File: src/rtl/best_fit_segment_allocator_macros.svh
// ---------------------------------------------------------------------------
// best-fit segment allocator assertion macros
// implication checks on clk, held off during rst
// ---------------------------------------------------------------------------
`ifndef BEST_FIT_SEGMENT_ALLOCATOR_MACROS_SVH
`define BEST_FIT_SEGMENT_ALLOCATOR_MACROS_SVH

`ifndef NO_ASSERTIONS

`define BFSA_CHECK_SAME(label, ante, cons, msg) \
  label: assert property (@(posedge clk) disable iff (rst) (ante) |-> (cons)) \
    else $error(msg);

`define BFSA_CHECK_NEXT(label, ante, cons, msg) \
  label: assert property (@(posedge clk) disable iff (rst) (ante) |=> (cons)) \
    else $error(msg);

`else

`define BFSA_CHECK_SAME(label, ante, cons, msg)

`define BFSA_CHECK_NEXT(label, ante, cons, msg)

`endif

`endif

File: src/rtl/bfsa_pkg.sv
// ---------------------------------------------------------------------------
// bfsa_pkg
// shared types and codes of the best-fit segment allocator
// ---------------------------------------------------------------------------
`default_nettype none

package bfsa_pkg;

  localparam logic ACT_ADD   = 1'b0;
  localparam logic ACT_ALLOC = 1'b1;

  localparam logic [2:0] ST_ADDED   = 3'd0;
  localparam logic [2:0] ST_FULL    = 3'd1;
  localparam logic [2:0] ST_PLACED  = 3'd2;
  localparam logic [2:0] ST_NOFIT   = 3'd3;
  localparam logic [2:0] ST_SKIPPED = 3'd4;

  localparam int BASE_W = 16;
  localparam int SIZE_W = 17;
  localparam int OWNER_W = 8;
  localparam int STAT_W = 3;
  localparam int ENT_W = BASE_W + SIZE_W;
  localparam int SUM_W = SIZE_W + 1;

  typedef enum logic [3:0] {
    S_IDLE,
    S_DECODE,
    S_SNAP,
    S_SCAN,
    S_MOD,
    S_CARVE,
    S_FIN,
    S_ROLL,
    S_RESP
  } ctrl_state_t;

  typedef enum logic [1:0] {
    SW_NONE,
    SW_SNAP,
    SW_SCAN,
    SW_ROLL
  } sweep_t;

  typedef struct packed {
    logic   capture;
    logic   add;
    logic   open;
    logic   skip;
    sweep_t sweep;
    logic   idx_clr;
    logic   mod_init;
    logic   carve;
    logic   finish;
    logic   out_load;
  } dp_cmd_t;

  typedef struct packed {
    logic is_alloc;
    logic is_open;
    logic is_failed;
    logic is_last;
    logic sweep_done;
    logic found;
    logic mod_done;
    logic out_free;
  } dp_sts_t;

endpackage

`default_nettype wire

File: src/rtl/bfsa_ctrl.sv
// ---------------------------------------------------------------------------
// bfsa_ctrl
// sequencer for add, skip, snapshot, best-fit scan, modulo wait, carve, rollback and response
// ---------------------------------------------------------------------------
`default_nettype none

module bfsa_ctrl
  import bfsa_pkg::*;
(
  input  wire logic    clk,
  input  wire logic    rst,
  input  wire logic    in_valid,
  output logic         in_ready,
  input  wire dp_sts_t sts,
  output dp_cmd_t      cmd
);

  ctrl_state_t state;
  ctrl_state_t state_next;

  always_ff @(posedge clk) begin
    if (rst) begin
      state <= S_IDLE;
    end else begin
      state <= state_next;
    end
  end

  always_comb begin
    state_next = state;
    cmd = '0;
    cmd.sweep = SW_NONE;
    in_ready = 1'b0;
    unique case (state)
      S_IDLE: begin
        in_ready = 1'b1;
        if (in_valid) begin
          cmd.capture = 1'b1;
          state_next = S_DECODE;
        end
      end
      S_DECODE: begin
        priority if (!sts.is_alloc) begin
          cmd.add = 1'b1;
          state_next = S_RESP;
        end else if (!sts.is_open) begin
          cmd.open = 1'b1;
          cmd.idx_clr = 1'b1;
          state_next = S_SNAP;
        end else if (sts.is_failed) begin
          cmd.skip = 1'b1;
          state_next = S_FIN;
        end else begin
          cmd.idx_clr = 1'b1;
          state_next = S_SCAN;
        end
      end
      S_SNAP: begin
        cmd.sweep = SW_SNAP;
        if (sts.sweep_done) begin
          cmd.idx_clr = 1'b1;
          state_next = S_SCAN;
        end
      end
      S_SCAN: begin
        cmd.sweep = SW_SCAN;
        if (sts.sweep_done) begin
          cmd.mod_init = 1'b1;
          state_next = sts.found ? S_MOD : S_FIN;
        end
      end
      S_MOD: begin
        if (sts.mod_done) begin
          state_next = S_CARVE;
        end
      end
      S_CARVE: begin
        cmd.carve = 1'b1;
        state_next = S_FIN;
      end
      S_FIN: begin
        if (sts.is_last && sts.is_failed) begin
          cmd.idx_clr = 1'b1;
          state_next = S_ROLL;
        end else begin
          cmd.finish = 1'b1;
          state_next = S_RESP;
        end
      end
      S_ROLL: begin
        cmd.sweep = SW_ROLL;
        if (sts.sweep_done) begin
          cmd.finish = 1'b1;
          state_next = S_RESP;
        end
      end
      S_RESP: begin
        if (sts.out_free) begin
          cmd.out_load = 1'b1;
          state_next = S_IDLE;
        end
      end
      default: begin
        state_next = S_IDLE;
      end
    endcase
  end

endmodule

`default_nettype wire

File: src/rtl/bfsa_dp.sv
// ---------------------------------------------------------------------------
// bfsa_dp
// hole table, snapshot memory, scan compare, modulo reduction, result regs
// ---------------------------------------------------------------------------
`default_nettype none

module bfsa_dp
  import bfsa_pkg::*;
#(
  parameter int MAX_HOLES = 16,
  parameter int MEM_WORDS = 65536
) (
  input  wire logic                clk,
  input  wire logic                rst,
  input  wire dp_cmd_t             cmd,
  output dp_sts_t                  sts,
  input  wire logic                action,
  input  wire logic [BASE_W-1:0]   region_base,
  input  wire logic [SIZE_W-1:0]   region_size,
  input  wire logic [OWNER_W-1:0]  owner_id,
  input  wire logic                last_segment,
  output logic                     out_valid,
  input  wire logic                out_ready,
  output logic [STAT_W-1:0]        status,
  output logic [BASE_W-1:0]        placed_base,
  output logic [OWNER_W-1:0]       owner_echo,
  output logic                     process_done,
  output logic                     process_committed
);

  localparam int CNT_W = $clog2(MAX_HOLES + 1);
  localparam int IDX_W = (MAX_HOLES > 1) ? $clog2(MAX_HOLES) : 1;
  localparam int SUM_LIM = (1 << SUM_W) - 1;
  localparam int MOD_STEPS = (MEM_WORDS <= SUM_LIM) ? $clog2(SUM_LIM / MEM_WORDS + 1) : 0;
  localparam int MOD_TOP = (MOD_STEPS > 0) ? (MEM_WORDS << (MOD_STEPS - 1)) : 0;
  localparam int MCNT_W = (MOD_STEPS > 0) ? $clog2(MOD_STEPS + 1) : 1;

  logic [ENT_W-1:0] tab_mem [MAX_HOLES];
  logic [ENT_W-1:0] snap_mem [MAX_HOLES];

  logic               in_act;
  logic [BASE_W-1:0]  in_base;
  logic [SIZE_W-1:0]  in_size;
  logic [OWNER_W-1:0] in_owner;
  logic               in_last;

  logic [CNT_W-1:0] count;
  logic             open;
  logic             failed;

  logic [CNT_W-1:0] idx;
  logic             rd_vld;
  logic [IDX_W-1:0] rd_idx;
  logic [ENT_W-1:0] tab_rd;
  logic [ENT_W-1:0] snap_rd;

  logic              found;
  logic [IDX_W-1:0]  best_idx;
  logic [SIZE_W-1:0] best_len;
  logic [BASE_W-1:0] best_start;

  logic [SUM_W-1:0]  rem;
  logic [SUM_W-1:0]  dsh;
  logic [MCNT_W-1:0] mcnt;

  logic [STAT_W-1:0] res_status;
  logic [BASE_W-1:0] res_placed;
  logic              res_done;
  logic              res_comm;

  logic              full;
  logic              issue;
  logic              tab_we;
  logic [IDX_W-1:0]  tab_wa;
  logic [ENT_W-1:0]  tab_wd;
  logic              snap_we;
  logic [IDX_W-1:0]  snap_wa;
  logic [ENT_W-1:0]  snap_wd;
  logic [SIZE_W-1:0] scan_len;
  logic [BASE_W-1:0] scan_start;
  logic              scan_take;

  assign full = (count == CNT_W'(MAX_HOLES));
  assign issue = (cmd.sweep != SW_NONE) && !cmd.idx_clr && (idx != count);
  assign scan_len = tab_rd[SIZE_W-1:0];
  assign scan_start = tab_rd[ENT_W-1:SIZE_W];
  assign scan_take = (cmd.sweep == SW_SCAN) && rd_vld && (in_size <= scan_len) &&
                     (!found || (scan_len < best_len));

  // table write port
  always_comb begin
    tab_we = 1'b0;
    tab_wa = count[IDX_W-1:0];
    tab_wd = {in_base, in_size};
    priority if (cmd.add && !full) begin
      tab_we = 1'b1;
    end else if (cmd.carve) begin
      tab_we = 1'b1;
      tab_wa = best_idx;
      tab_wd = {rem[BASE_W-1:0], best_len - in_size};
    end else if ((cmd.sweep == SW_ROLL) && rd_vld) begin
      tab_we = 1'b1;
      tab_wa = rd_idx;
      tab_wd = snap_rd;
    end else begin
      tab_we = 1'b0;
    end
  end

  // snapshot write port
  always_comb begin
    snap_we = 1'b0;
    snap_wa = count[IDX_W-1:0];
    snap_wd = {in_base, in_size};
    priority if (cmd.add && !full && open) begin
      snap_we = 1'b1;
    end else if ((cmd.sweep == SW_SNAP) && rd_vld) begin
      snap_we = 1'b1;
      snap_wa = rd_idx;
      snap_wd = tab_rd;
    end else begin
      snap_we = 1'b0;
    end
  end

  always_ff @(posedge clk) begin
    if (tab_we) begin
      tab_mem[tab_wa] <= tab_wd;
    end
    if (snap_we) begin
      snap_mem[snap_wa] <= snap_wd;
    end
    if (issue) begin
      tab_rd <= tab_mem[idx[IDX_W-1:0]];
      snap_rd <= snap_mem[idx[IDX_W-1:0]];
      rd_idx <= idx[IDX_W-1:0];
    end
  end

  // sweep index and read pipeline
  always_ff @(posedge clk) begin
    if (rst) begin
      idx <= '0;
      rd_vld <= 1'b0;
    end else if (cmd.idx_clr) begin
      idx <= '0;
      rd_vld <= 1'b0;
    end else begin
      rd_vld <= issue;
      if (issue) begin
        idx <= idx + CNT_W'(1);
      end
    end
  end

  // best-fit tracking
  always_ff @(posedge clk) begin
    if (cmd.idx_clr) begin
      found <= 1'b0;
    end else if (scan_take) begin
      found <= 1'b1;
      best_idx <= rd_idx;
      best_len <= scan_len;
      best_start <= scan_start;
    end
  end

  // restoring reduction of start plus size by the memory size
  always_ff @(posedge clk) begin
    if (rst) begin
      mcnt <= '0;
    end else if (cmd.mod_init && found) begin
      rem <= SUM_W'(best_start) + SUM_W'(in_size);
      dsh <= SUM_W'(MOD_TOP);
      mcnt <= MCNT_W'(MOD_STEPS);
    end else if (mcnt != '0) begin
      if (rem >= dsh) begin
        rem <= rem - dsh;
      end
      dsh <= dsh >> 1;
      mcnt <= mcnt - MCNT_W'(1);
    end
  end

  // captured word
  always_ff @(posedge clk) begin
    if (cmd.capture) begin
      in_act <= action;
      in_base <= region_base;
      in_size <= region_size;
      in_owner <= owner_id;
      in_last <= last_segment;
    end
  end

  // table count and process flags
  always_ff @(posedge clk) begin
    if (rst) begin
      count <= '0;
      open <= 1'b0;
      failed <= 1'b0;
    end else begin
      if (cmd.add && !full) begin
        count <= count + CNT_W'(1);
      end
      if (cmd.open) begin
        open <= 1'b1;
        failed <= 1'b0;
      end
      if (cmd.mod_init && !found) begin
        failed <= 1'b1;
      end
      if (cmd.finish && in_last) begin
        open <= 1'b0;
        failed <= 1'b0;
      end
    end
  end

  // result of the current word
  always_ff @(posedge clk) begin
    if (cmd.capture) begin
      res_placed <= '0;
      res_done <= 1'b0;
      res_comm <= 1'b0;
    end
    if (cmd.add) begin
      res_status <= full ? ST_FULL : ST_ADDED;
    end
    if (cmd.skip) begin
      res_status <= ST_SKIPPED;
    end
    if (cmd.mod_init && !found) begin
      res_status <= ST_NOFIT;
    end
    if (cmd.carve) begin
      res_status <= ST_PLACED;
      res_placed <= best_start;
    end
    if (cmd.finish && in_last) begin
      res_done <= 1'b1;
      res_comm <= !failed;
    end
  end

  // output register
  always_ff @(posedge clk) begin
    if (rst) begin
      out_valid <= 1'b0;
    end else if (cmd.out_load) begin
      out_valid <= 1'b1;
    end else if (out_ready) begin
      out_valid <= 1'b0;
    end
  end

  always_ff @(posedge clk) begin
    if (cmd.out_load) begin
      status <= res_status;
      placed_base <= res_placed;
      owner_echo <= in_owner;
      process_done <= res_done;
      process_committed <= res_comm;
    end
  end

  always_comb begin
    sts.is_alloc = (in_act == ACT_ALLOC);
    sts.is_open = open;
    sts.is_failed = failed;
    sts.is_last = in_last;
    sts.sweep_done = (idx == count) && !rd_vld;
    sts.found = found;
    sts.mod_done = (mcnt == '0);
    sts.out_free = !out_valid || out_ready;
  end

endmodule

`default_nettype wire

File: src/rtl/best_fit_segment_allocator.sv
// ---------------------------------------------------------------------------
// best_fit_segment_allocator
// best-fit hole table with per-process snapshot and rollback
// ---------------------------------------------------------------------------
//   channel   handshake              payload
//   in        in_valid / in_ready    action region_base region_size owner_id last_segment
//   out       out_valid / out_ready  status placed_base owner_echo process_done
//                                    process_committed
//
// one word at a time; an add writes the table, a skip passes over the scan; an allocate
// scans the n holes, then on a fit runs the s modulo steps (2 for 64k) and carves;
// a process start first copies the table into the snapshot, and a failed last segment
// copies the snapshot back into the table for the rollback
// one read port per memory, so each sweep reads the holes in turn; rst clears counts and flags only
// a new word is taken while the previous result waits; its result holds until out_ready
// ---------------------------------------------------------------------------
`default_nettype none

module best_fit_segment_allocator
  import bfsa_pkg::*;
#(
  parameter int MAX_HOLES = 16,
  parameter int MEM_WORDS = 65536
) (
  input  wire logic                clk,
  input  wire logic                rst,
  input  wire logic                in_valid,
  output logic                     in_ready,
  input  wire logic                action,
  input  wire logic [BASE_W-1:0]   region_base,
  input  wire logic [SIZE_W-1:0]   region_size,
  input  wire logic [OWNER_W-1:0]  owner_id,
  input  wire logic                last_segment,
  output logic                     out_valid,
  input  wire logic                out_ready,
  output logic [STAT_W-1:0]        status,
  output logic [BASE_W-1:0]        placed_base,
  output logic [OWNER_W-1:0]       owner_echo,
  output logic                     process_done,
  output logic                     process_committed
);

`include "best_fit_segment_allocator_macros.svh"

  dp_cmd_t cmd;
  dp_sts_t sts;

  bfsa_ctrl u_ctrl (
    .clk      (clk),
    .rst      (rst),
    .in_valid (in_valid),
    .in_ready (in_ready),
    .sts      (sts),
    .cmd      (cmd)
  );

  bfsa_dp #(
    .MAX_HOLES (MAX_HOLES),
    .MEM_WORDS (MEM_WORDS)
  ) u_dp (
    .clk               (clk),
    .rst               (rst),
    .cmd               (cmd),
    .sts               (sts),
    .action            (action),
    .region_base       (region_base),
    .region_size       (region_size),
    .owner_id          (owner_id),
    .last_segment      (last_segment),
    .out_valid         (out_valid),
    .out_ready         (out_ready),
    .status            (status),
    .placed_base       (placed_base),
    .owner_echo        (owner_echo),
    .process_done      (process_done),
    .process_committed (process_committed)
  );

  `BFSA_CHECK_NEXT(a_busy_after_accept, in_valid && in_ready, !in_ready, "ready while busy")
  `BFSA_CHECK_SAME(a_load_when_free, cmd.out_load, !out_valid || out_ready, "result overrun")
  `BFSA_CHECK_SAME(a_commit_needs_done, out_valid && process_committed, process_done, "commit without done")
  `BFSA_CHECK_SAME(a_placed_base_zero, out_valid && (status != ST_PLACED), placed_base == '0, "base on unplaced")

endmodule

`default_nettype wire

File: config.mk
export PLATFORM = sky130hd
export DESIGN_NAME = best_fit_segment_allocator
export DESIGN_NICKNAME = d
export VERILOG_FILES = /design/src/rtl/bfsa_pkg.sv /design/src/rtl/bfsa_ctrl.sv /design/src/rtl/bfsa_dp.sv /design/src/rtl/best_fit_segment_allocator.sv
export VERILOG_INCLUDE_DIRS = /design/src /design/src/rtl
export SDC_FILE = /design/constraint.sdc
export NUM_CORES = 1
export LEC_CHECK = 0
export BUFFER_PORTS_ARGS = -buffer_cell sky130_fd_sc_hd__buf_2
export CAP_MARGIN = 30
export CORE_ASPECT_RATIO = 1.1
export CORE_UTILIZATION = 57
export CTS_BUF_LIST = sky130_fd_sc_hd__clkbuf_16
export DETAILED_ROUTE_END_ITERATION = 7
export GPL_ROUTABILITY_DRIVEN = 0
export PLACE_DENSITY = 0.76
export SYNTH_ARGS = -nofsm -noshare
export SYNTH_HDL_FRONTEND = slang
export SYNTH_SLANG_ARGS = --single-unit
export TNS_END_PERCENT = 50
File: constraint.sdc
create_clock -name clk -period 5.2 [get_ports clk]
set_clock_uncertainty 0.15 [all_clocks]
set_input_delay 0.78 -clock clk [delete_from_list [all_inputs] [get_ports clk]]
set_output_delay 0.78 -clock clk [all_outputs]
set_load 0.01 [all_outputs]
=== Word-level counts from Yosys, hierarchy flattened ===
Memories as Yosys holds them, arrays and structs flattened. A register that Yosys moved wholly into a read port is not among the register bits.
Index checks and enable logic that the tools add are counted.

* Bits in writable memories: 1,056
* Memories: 2
* Flip-flop bits (word level): 191
* Output and inout port bits: 31

* Mux-type cells: 71
* Magnitude comparators: 3
* Eq/ne operators: 20
* Bitwise operators: 2
* Reductions and logical operators: 42
* $add $sub $neg: 6

{| class="wikitable"
|+ Memories
! name !! words !! bits a word !! rd ports !! clocked after Yosys merged registers in !! wr ports !! line !! RTL
|-
| u_dp.snap_mem || 16 || 33 || 1 || 1 || 1 || bfsa_dp.sv:39 || <nowiki>logic [ENT_W-1:0] snap_mem [MAX_HOLES];</nowiki>
|-
| u_dp.tab_mem || 16 || 33 || 1 || 1 || 1 || bfsa_dp.sv:38 || <nowiki>logic [ENT_W-1:0] tab_mem [MAX_HOLES];</nowiki>
|}

{| class="wikitable"
|+ Operators by type and width
! kind !! count
|-
| $mux 33 || 5
|-
| $mux 18 || 4
|-
| $mux 4 || 13
|-
| $pmux 4 s9 || 1
|-
| $mux 1 || 34
|-
| $mux 16 || 2
|-
| $add 16x17->18 || 1
|-
| $ge 18x18->1 || 1
|-
| $reduce_bool 2->1 || 9
|-
| $sub 18x18->18 || 1
|-
| $le 17x17->1 || 1
|-
| $lt 17x17->1 || 1
|-
| $sub 17x17->17 || 1
|-
| $eq 4x3->1 const B || 4
|-
| $mux 3 || 5
|-
| $logic_and 1x1->1 || 14
|-
| $ne 2x2->1 const B || 6
|-
| $add 5x1->5 const B || 2
|-
| $eq 4x2->1 const B || 2
|-
| $mux 2 || 4
|-
| $reduce_or 2->1 || 4
|-
| $logic_not 1->1 || 6
|-
| $pmux 2 s3 || 1
|-
| $reduce_and 6->1 || 1
|-
| 17 further kinds || 21
|}

=== Logic depth before layout (Yosys ltp) ===
Gate-level depths: netlist (run 1).

* Word-level depth: 9
* Mapped depth: 10
* Gate-level depth less buffers: 10

=== By module ===
A second synthesis (run 1) with hierarchy kept.

* Cells, all modules: 2,661
* Area, all modules: 52,829.4 µm²

{| class="wikitable"
|+ Modules (own cells, without submodules)
! module !! times used !! sequential area each (µm²) !! area an instance (µm²) !! cells an instance
|-
| bfsa_dp || 1 || 39,097.5 || 52,367.7 || 2,596
|-
| bfsa_ctrl || 1 || 80.1 || 461.7 || 65
|}

=== Least setup slack after synthesis (run 1) ===
OpenSTA, ideal clock, no wires.

* Path kind: register -> register
* Start point: reg u_dp.idx[1]
* End point: reg u_dp.idx[3]
* Clock period less this slack: 5.734 ns
* Arrival time: 5.519 ns
* Buffers on the path: 1
* Cell stages (with the launch flop): 7
* Setup slack: -0.534 ns
* Cell sequence: dfxtp_1 > clkbuf_1 > xnor2_1 > a31oi_1 > nand4_1 > xor2_1 > nor2_1

* Cells in the longest elaborated chain, start to end: 7

{| class="wikitable"
|+ Ends and longest elaborated chain
! what !! line !! RTL
|-
| from (decl) || bfsa_dp.sv:51 || <nowiki>logic [CNT_W-1:0] idx;</nowiki>
|-
| from (signal assigned) || bfsa_dp.sv:151 || <nowiki>idx <= idx + CNT_W'(1);</nowiki>
|-
| $eq 5x5->1 || bfsa_dp.sv:272 || <nowiki>sts.sweep_done = (idx == count) && !rd_vld;</nowiki>
|-
| $logic_and 1x1->1 || bfsa_dp.sv:272 ||
|-
| $mux 1 || bfsa_ctrl.sv:60 || <nowiki>if (sts.sweep_done) begin</nowiki>
|-
| $pmux 1 s3 || bfsa_ctrl.sv:34 || <nowiki>unique case (state)</nowiki>
|-
| $logic_not 1->1 || bfsa_dp.sv:84 || <nowiki>assign issue = (cmd.sweep != SW_NONE) && !cmd.idx_clr && (idx != count);</nowiki>
|-
| $logic_and 1x1->1 || bfsa_dp.sv:84 ||
|-
| $logic_and 1x1->1 (*) || bfsa_dp.sv:84 ||
|-
| via u_dp.issue || bfsa_dp.sv:72 || <nowiki>logic issue;</nowiki>
|}

Mark *: on every way through the listed nets, which the timed path passes. The rest lies on a longest branch.
A chain may end at the register's enable or synchronous reset.

=== Final worst setup path (run 1) ===
* Start point: reg u_dp.tab_rd[14], read port of u_dp.tab_mem
* End point: reg u_dp.best_len[1], enable pin

* Cells in the longest elaborated chain, start to end: 4

{| class="wikitable"
|+ Ends and longest elaborated chain
! what !! line !! RTL
|-
| from (decl) || bfsa_dp.sv:54 || <nowiki>logic [ENT_W-1:0] tab_rd;</nowiki>
|-
| $le 17x17->1 / $lt 17x17->1 (equally long branches) || bfsa_dp.sv:87, bfsa_dp.sv:88 ||
|-
| $logic_and 1x1->1 / $logic_or 1x1->1 (equally long branches) || bfsa_dp.sv:87, bfsa_dp.sv:88 ||
|-
| $logic_and 1x1->1 (*) || bfsa_dp.sv:87 || <nowiki>assign scan_take = (cmd.sweep == SW_SCAN) && rd_vld && (in_size <= scan_len) &&</nowiki>
|-
| $reduce_and 2->1 (no line) (*) || -- ||
|-
| to (signal assigned) || bfsa_dp.sv:163 || <nowiki>best_len <= scan_len;</nowiki>
|-
| to (decl) || bfsa_dp.sv:59 || <nowiki>logic [SIZE_W-1:0] best_len;</nowiki>
|}

Mark *: on every way between the ends. The rest lies on a longest branch, timed or not.

==> flow_summary.yaml, run 1 <==
status:
  run_status: "completed"
detailed_routing:
  routed-via-count: 27650
  wl_per_cell_um: 31.6
  first_pass_iters: 7
  finalWirelength_um: 132000
  detail_route.drc_violations: 0
  antenna_left: 0
  post_drt_via_cell_ratio: 6.63
  drt_iter0_drc: 3650
finish:
  multiInputGateArea_sq_mm: 0.0131
  num-fill-cells: 5689
  post_route_cells_drive_above_1_share: 0.248
  total_area_of_sequential_cells_sq_mm: 0.0392
  area_growth_syn_to_layout_pct: 12.4
  final_nets: 3020
cts:
  clkTransAtPathRegs_ns: 0.07
  postCtsHoldBufs: 0
  clk_latency_ns: 0.72
  clk_buf_depth: 3
  tritoncts.num_buffers: 120
  cts_tree: "done"
  clockRootBuffer: "clkbuf_16"
  post_cts.repair.setup_buffers: 0
  clock_tree.htree_level_count: 3
  cts.sinks: 1313
  postCtsResizedCells: 0
grt:
  number_of_antenna_violations_at_the_first_check_in_global_routing: 5
  grt_max_degree: 137
  grtUsageTotal: 0.285
  grt_pass1_wl_um: 191000
  via_count_of_the_first_global_routing_pass: 27920
  global_route.overflow_total: 0
yosys:
  yosysMostFrequentCell: "edfxtp_1"
  synth_async_reset_ratio: 0
  synth_largest_type_area_fraction: 0.733
  synth_edf_count: 1288
  synth-seq-cells: 1313
  synth_cell_types: 67
  syn-num-nets: 2828
  synthTopCellsByCount: "1288 x edfxtp_1, 330 x mux4_2, 159 x nand2_1"
  sequential_fraction_of_the_synthesis_area: 0.742
  post_synth_inst_count: 2692
  yosys_most_used_dff: "edfxtp_1"
  synth_area_leaders: "edfxtp_1 73%, mux4_2 14%, ha_1 2.0%"
  count_of_synthesis_stage_warnings_from_yosys: 0
  mappedNetlistArea_sq_mm: 0.0528
  avgSynthCellArea_sq_um: 19.6
  yosys.area.top_type: "edfxtp_1"
placement:
  dpl.hpwl_um: 80500
  place_worst_setup_slack_ns: 1.42
  io_buffers: 77
timing:
  final.min_clock_period_ns: 3.80
  final-setup-viol-count: 0
  maxSlewViolCount: 0
  worstMarginPinSlew_ns: 1.02
  worst_case_setup_margin_in_the_final_layout_ns: 1.40
  totalNegativeSetupSlack_ns: 0
  layout_worst_path_cycle_share: 0.731
  finalHoldViolations: 0
  maxSlewHeadroom: 0.317
  grt_setup_unrepaired: "no"
  fmax_ghz: 0.263
floorplanning:
  pin_count: 78
  area_enclosed_by_the_die_boundary_sq_mm: 0.0938
  die_h_um: 321
  start_util: 0.578
  core_area_sq_mm: 0.0913
  rows: 116
  chipWidth_um: 292
pwr:
  p_leak_nw: 19.1
  powerDensity_mw_per_mm2: 420
  power.ir.vdd_worst_mv: 0.305
min_path:
  worst_hold_path.num_cells: 1
  worst_hold_path_type: "in2reg"
setup_path:
  critical_path_required_ns: 5.42
  setup.worst_path.start_class: "flip-flop"
  crit_slowest_cell: "o31ai_1"
  maximum_cell_stage_delay_along_the_critical_path_ns: 0.52
  cell_type_group_with_the_largest_total_delay_on_the_critical_path: "compound AO/OA/AOI/OAI gates"
  most_used_cell_cp: "a21o_1"
  cp.arrival_ns: 4.02
  path_buf_inv: 2
  timing.critical_path.fanout_max: 26
  critical_path_cell_by_cell: "inv_1 > ha_1 > a21o_1 > a21o_1 > a21oi_1 > nand2_1 > o31ai_1 > nand4_1 > a31oi_4 > buf_4"
  worst_setup_path_end_kind: "flip-flop"
  worst_reg2reg_path_length_in_cells: 10
  path_class: "reg2reg"
  timing.critical_path.depth: 10
run:
  max_cap_violations: 0
==> final timing paths <==
path	start	end	slack, ns
setup / recovery	u_dp.tab_rd[14]$_DFFE_PP_	u_dp.best_len[1]$_DFFE_PP_	1.40
hold / removal	region_base[3]	u_dp.in_base[3]$_DFFE_PP_	0.09
setup reg to reg	u_dp.tab_rd[14]$_DFFE_PP_	u_dp.best_len[1]$_DFFE_PP_	1.40
hold reg to reg	u_dp.in_owner[0]$_DFFE_PP_	u_dp.owner_echo[0]$_DFFE_PP_	0.27
==> cells in the final DEF, fill, tap and decap left out, types with 5 or more instances in the layout <==
master,count
xor2_1,18
nand2_1,159
nor2_4,32
edfxtp_1,1288
mux4_2,330
dfxtp_1,21
and3_1,8
clkinv_1,35
a31oi_1,29
xnor2_1,30
or3_1,6
o21a_1,16
a21oi_1,67
buf_2,77
a21o_1,38
clkinvlp_4,9
buf_4,86
nand2b_1,15
ha_1,86
o21bai_1,5
mux2i_1,5
nand4_1,7
nand3_1,21
or2_2,10
clkinv_2,19
nor2b_1,6
inv_1,110
a211oi_1,11
o21ai_0,65
o31ai_1,6
clkbuf_16,122
buf_12,21
nor3_1,19
bufinv_16,5
nor2_1,88
and2_1,17
a211o_1,5
o22ai_1,15
==> layout make-up <==
class | count | area share
Sequential cell | 1313 | 0.661
Multi-Input combinational cell | 1180 | 0.221
Clock buffer | 122 | 0.0515
Timing Repair Buffer | 186 | 0.0251
Tap cell | 1180 | 0.0249
Clock inverter | 103 | 0.0116
Inverter | 83 | 0.00525
Antenna cell | 2 | 0.0000844
==> worst register-to-register path: stages, from the launching register on <==
cell	delay, ns
edfxtp_1	0.43
inv_1	0.08
ha_1	0.32
a21o_1	0.19
a21o_1	0.17
a21oi_1	0.27
nand2_1	0.10
o31ai_1	0.52
nand4_1	0.26
a31oi_4	0.46
buf_4	0.47
==> metrics by stage <==
step / power [mW] / std cells / area (sq um) / utilization / hold slack (ns)
floorplan: 15.1 / 2692 / 52800 / - / 0.250
global placement: 16.4 / 3915 / 55200 / 0.605 / 0.259
detailed placement: 16.6 / 3936 / 55500 / 0.608 / 0.255
CTS: 24.9 / 4161 / 59200 / 0.649 / 0.0618
global route: 25.6 / 4168 / 59300 / 0.650 / 0.0735
finish: 24.9 / 4169 / 59300 / 0.650 / 0.0892
==> kinds of logic after synthesis <==
| group | Yosys count | share of synthesized area |
|---|---|---|
| muxes | 337 | 0.142 |
| buffers and inverters | 199 | 0.0152 |
| AOI/OAI and AO/OA | 291 | 0.0348 |
| DFF | 1313 | 0.742 |
| xor gates and xnor gates | 48 | 0.00797 |
| adders and majority gates | 89 | 0.0215 |
| and+or+nand+nor | 415 | 0.0360 |
==> per-layer routing <==
layer,share of wire,GRT usage
met1,0.36,0.379
met2,0.49,0.464
met3,0.10,0.0569
met4,0.046,0.122
met5,0.00031,0
==> where the power goes <==
part	internal [mW]	switching [mW]	total (mW)
Combinational	1.14	2.34	3.47
Clock	4.51	3.86	8.37
Sequential	12.8	0.293	13.1
Total	18.4	6.49	24.9
==> registers in the layout, indices dropped and copies added, names as in the netlist, 17 cells and up <==
name           cells
u_dp.snap_rd      33
u_dp.best_len     17
u_dp.rem          18
u_dp.snap_mem    528
u_dp.dsh          18
u_dp.tab_mem     528
u_dp.tab_rd       33
u_dp.in_size      17
(Power assumes the default switching activity.)
==> run 2, diff against run 1 <==
CORE_UTILIZATION = 63   (was 57)
PLACE_DENSITY = 0.8   (was 0.76)
clock period = 3.89 ns   (was 5.2 ns; I/O delays follow)
==> run 2 against run 1 <==
Cell count down 1.1%. Maximum frequency down 0.68%. Register-to-register slack worse by 1.3 ns. Worst hold slack worse by 0.038 ns. Non-clock buffer count up 65. The run now ends with DRC left. Wire length up 6.3%. Critical endpoint is now u_dp.tab_mem[14][15]$_DFFE_PP_. Worst setup slack worse by 1.3 ns. Largest cell class unchanged. Sequential share of layout area down 0.75 points. Clock power up 36%. Combinational power up 37%.
==> flow_summary.yaml, run 2 (synthesis results as in run 1) <==
finish:
  area_growth_syn_to_layout_pct: 13.7
  num-fill-cells: 4363
  final_nets: 3085
  post_route_cells_drive_above_1_share: 0.251
  largest_registers: "u_dp.snap_mem x528, u_dp.tab_mem x528"
  final_cells: 4122
  layout.cells.most_common_list: "1288 x edfxtp_1, 330 x mux4_2, 159 x nand2_1"
  final_common_cell: "edfxtp_1"
  finish.instance_area_sq_mm: 0.0600
  final_util: 0.728
status:
  violated_checks: "DRC"
  run_status: "complete, but fails checks"
run:
  max_cap_violations: 0
pwr:
  power.ir.vdd_worst_mv: 0.419
  p_leak_nw: 19.5
  powerDensity_mw_per_mm2: 561
  power.total_mw: 33.7
grt:
  grtUsageTotal: 0.334
  via_count_of_the_first_global_routing_pass: 29080
  grt_pass1_wl_um: 201000
  global_route.overflow_total: 0
  grt_max_degree: 104
  number_of_antenna_violations_at_the_first_check_in_global_routing: 6
cts:
  post_cts.repair.setup_buffers: 0
  postCtsResizedCells: 0
  clock_tree.htree_level_count: 3
  cts_tree: "done"
  clk_buf_depth: 3
  cts.sinks: 1313
  postCtsHoldBufs: 42
  clkTransAtPathRegs_ns: 0.06
  clockRootBuffer: "clkbuf_16"
  clk_latency_ns: 0.71
  tritoncts.num_buffers: 120
detailed_routing:
  detailroute.wirelength.met3_um: 16900
  m1WireLength_um: 47800
  route.top_layer_used: "met5"
  routed-via-count: 29317
  wl_per_cell_um: 33.9
  finalWirelength_um: 140000
  first_pass_iters: 8
  post_drt_via_cell_ratio: 7.11
  antenna_left: 0
  drt_iter0_drc: 4744
  detail_route.drc_violations: 2
  met2_wirelength_um: 66800
timing:
  final-setup-viol-count: 0
  worstMarginPinSlew_ns: 1.13
  holdWs_ns: 0.0513
  layout_worst_path_cycle_share: 0.983
  maxSlewViolCount: 0
  fmax_ghz: 0.261
  totalNegativeSetupSlack_ns: 0
  maxSlewHeadroom: 0.248
  worst_case_setup_margin_in_the_final_layout_ns: 0.0649
  final.min_clock_period_ns: 3.83
  grt_setup_unrepaired: "no"
  finalHoldViolations: 0
placement:
  placed_cell_area_sq_mm: 0.0558
  dpl.hpwl_um: 79400
  place_worst_setup_slack_ns: 0.307
  io_buffers: 77
  dpl.cell_count: 3846
setup_path:
  timing.critical_path.fanout_max: 16
  path_class: "reg2reg"
  critical_path_required_ns: 4.09
  worst_setup_path_end_kind: "flip-flop"
  cp.arrival_ns: 4.02
  setup.worst_path.start_class: "flip-flop"
floorplanning:
  rows: 110
  area_enclosed_by_the_die_boundary_sq_mm: 0.0849
  chipWidth_um: 278
  pin_count: 78
  start_util: 0.640
  core_area_sq_mm: 0.0824
  die_h_um: 306
min_path:
  worst_hold_path_type: "in2reg"
==> run 2: cell types whose count changed in the layout (fill, tap and decap cells not counted), moves of 4 or more <==
| cell | delta |
|---|---|
| buf_4 | +7 |
| clkinvlp_4 | -6 |
| dlygate4sd3_1 | +42 |
| bufinv_16 | +4 |
| clkinv_2 | +5 |
| buf_12 | +16 |
==> run 2: worst max-delay path: stages, from the launching register on <==
cell and delay (ns):
edfxtp_1 0.50, inv_1 0.13, ha_1 0.38, o21a_1 0.16, o21ai_0 0.12, or3_1 0.32
o21ai_0 0.42, o21ai_0 0.21, xor2_1 0.17, a21oi_1 0.89
==> run 2: path summary, 6_finish.rpt <==
kind                            cells past startpoint  slack, ns                              from                        endpoint
worst min register to register                      0       0.27  u_dp.res_placed[2]$_SDFFCE_PN0P_   u_dp.placed_base[2]$_DFFE_PP_
worst max register to register                      9       0.06         u_dp.in_size[5]$_DFFE_PP_  u_dp.tab_mem[14][15]$_DFFE_PP_
worst min-delay path                                1       0.05                   region_base[12]      u_dp.in_base[12]$_DFFE_PP_
worst max-delay path                                9       0.06         u_dp.in_size[5]$_DFFE_PP_  u_dp.tab_mem[14][15]$_DFFE_PP_
==> run 2: routing by layer <==
layer,vias up,GRT usage
li1,11467,-
met1,14798,0.443
met2,2539,0.531
met3,509,0.0682
met4,4,0.174
met5,-,0
==> run 2: layout make-up <==
cell class	instances	area (sq um)	share of cell area
flip-flops and latches	1313	39200	0.653
multi-input cells	1180	13100	0.218
clock buffers	123	3080	0.0513
repair buffers	251	2280	0.0380
well taps	1064	1330	0.0222
clock inverters	103	696	0.0116
inverters	83	312	0.00519
diodes	5	12.5	0.000209
==> run 2: report_power, final <==
group | total (mW) | leakage, nW | internal [mW] | switching (mW)
clock network | 11.4 | 1.98 | 6.29 | 5.12
logic | 4.77 | 5.71 | 1.57 | 3.20
registers | 17.5 | 11.8 | 17.1 | 0.406
total | 33.7 | 19.5 | 24.9 | 8.72
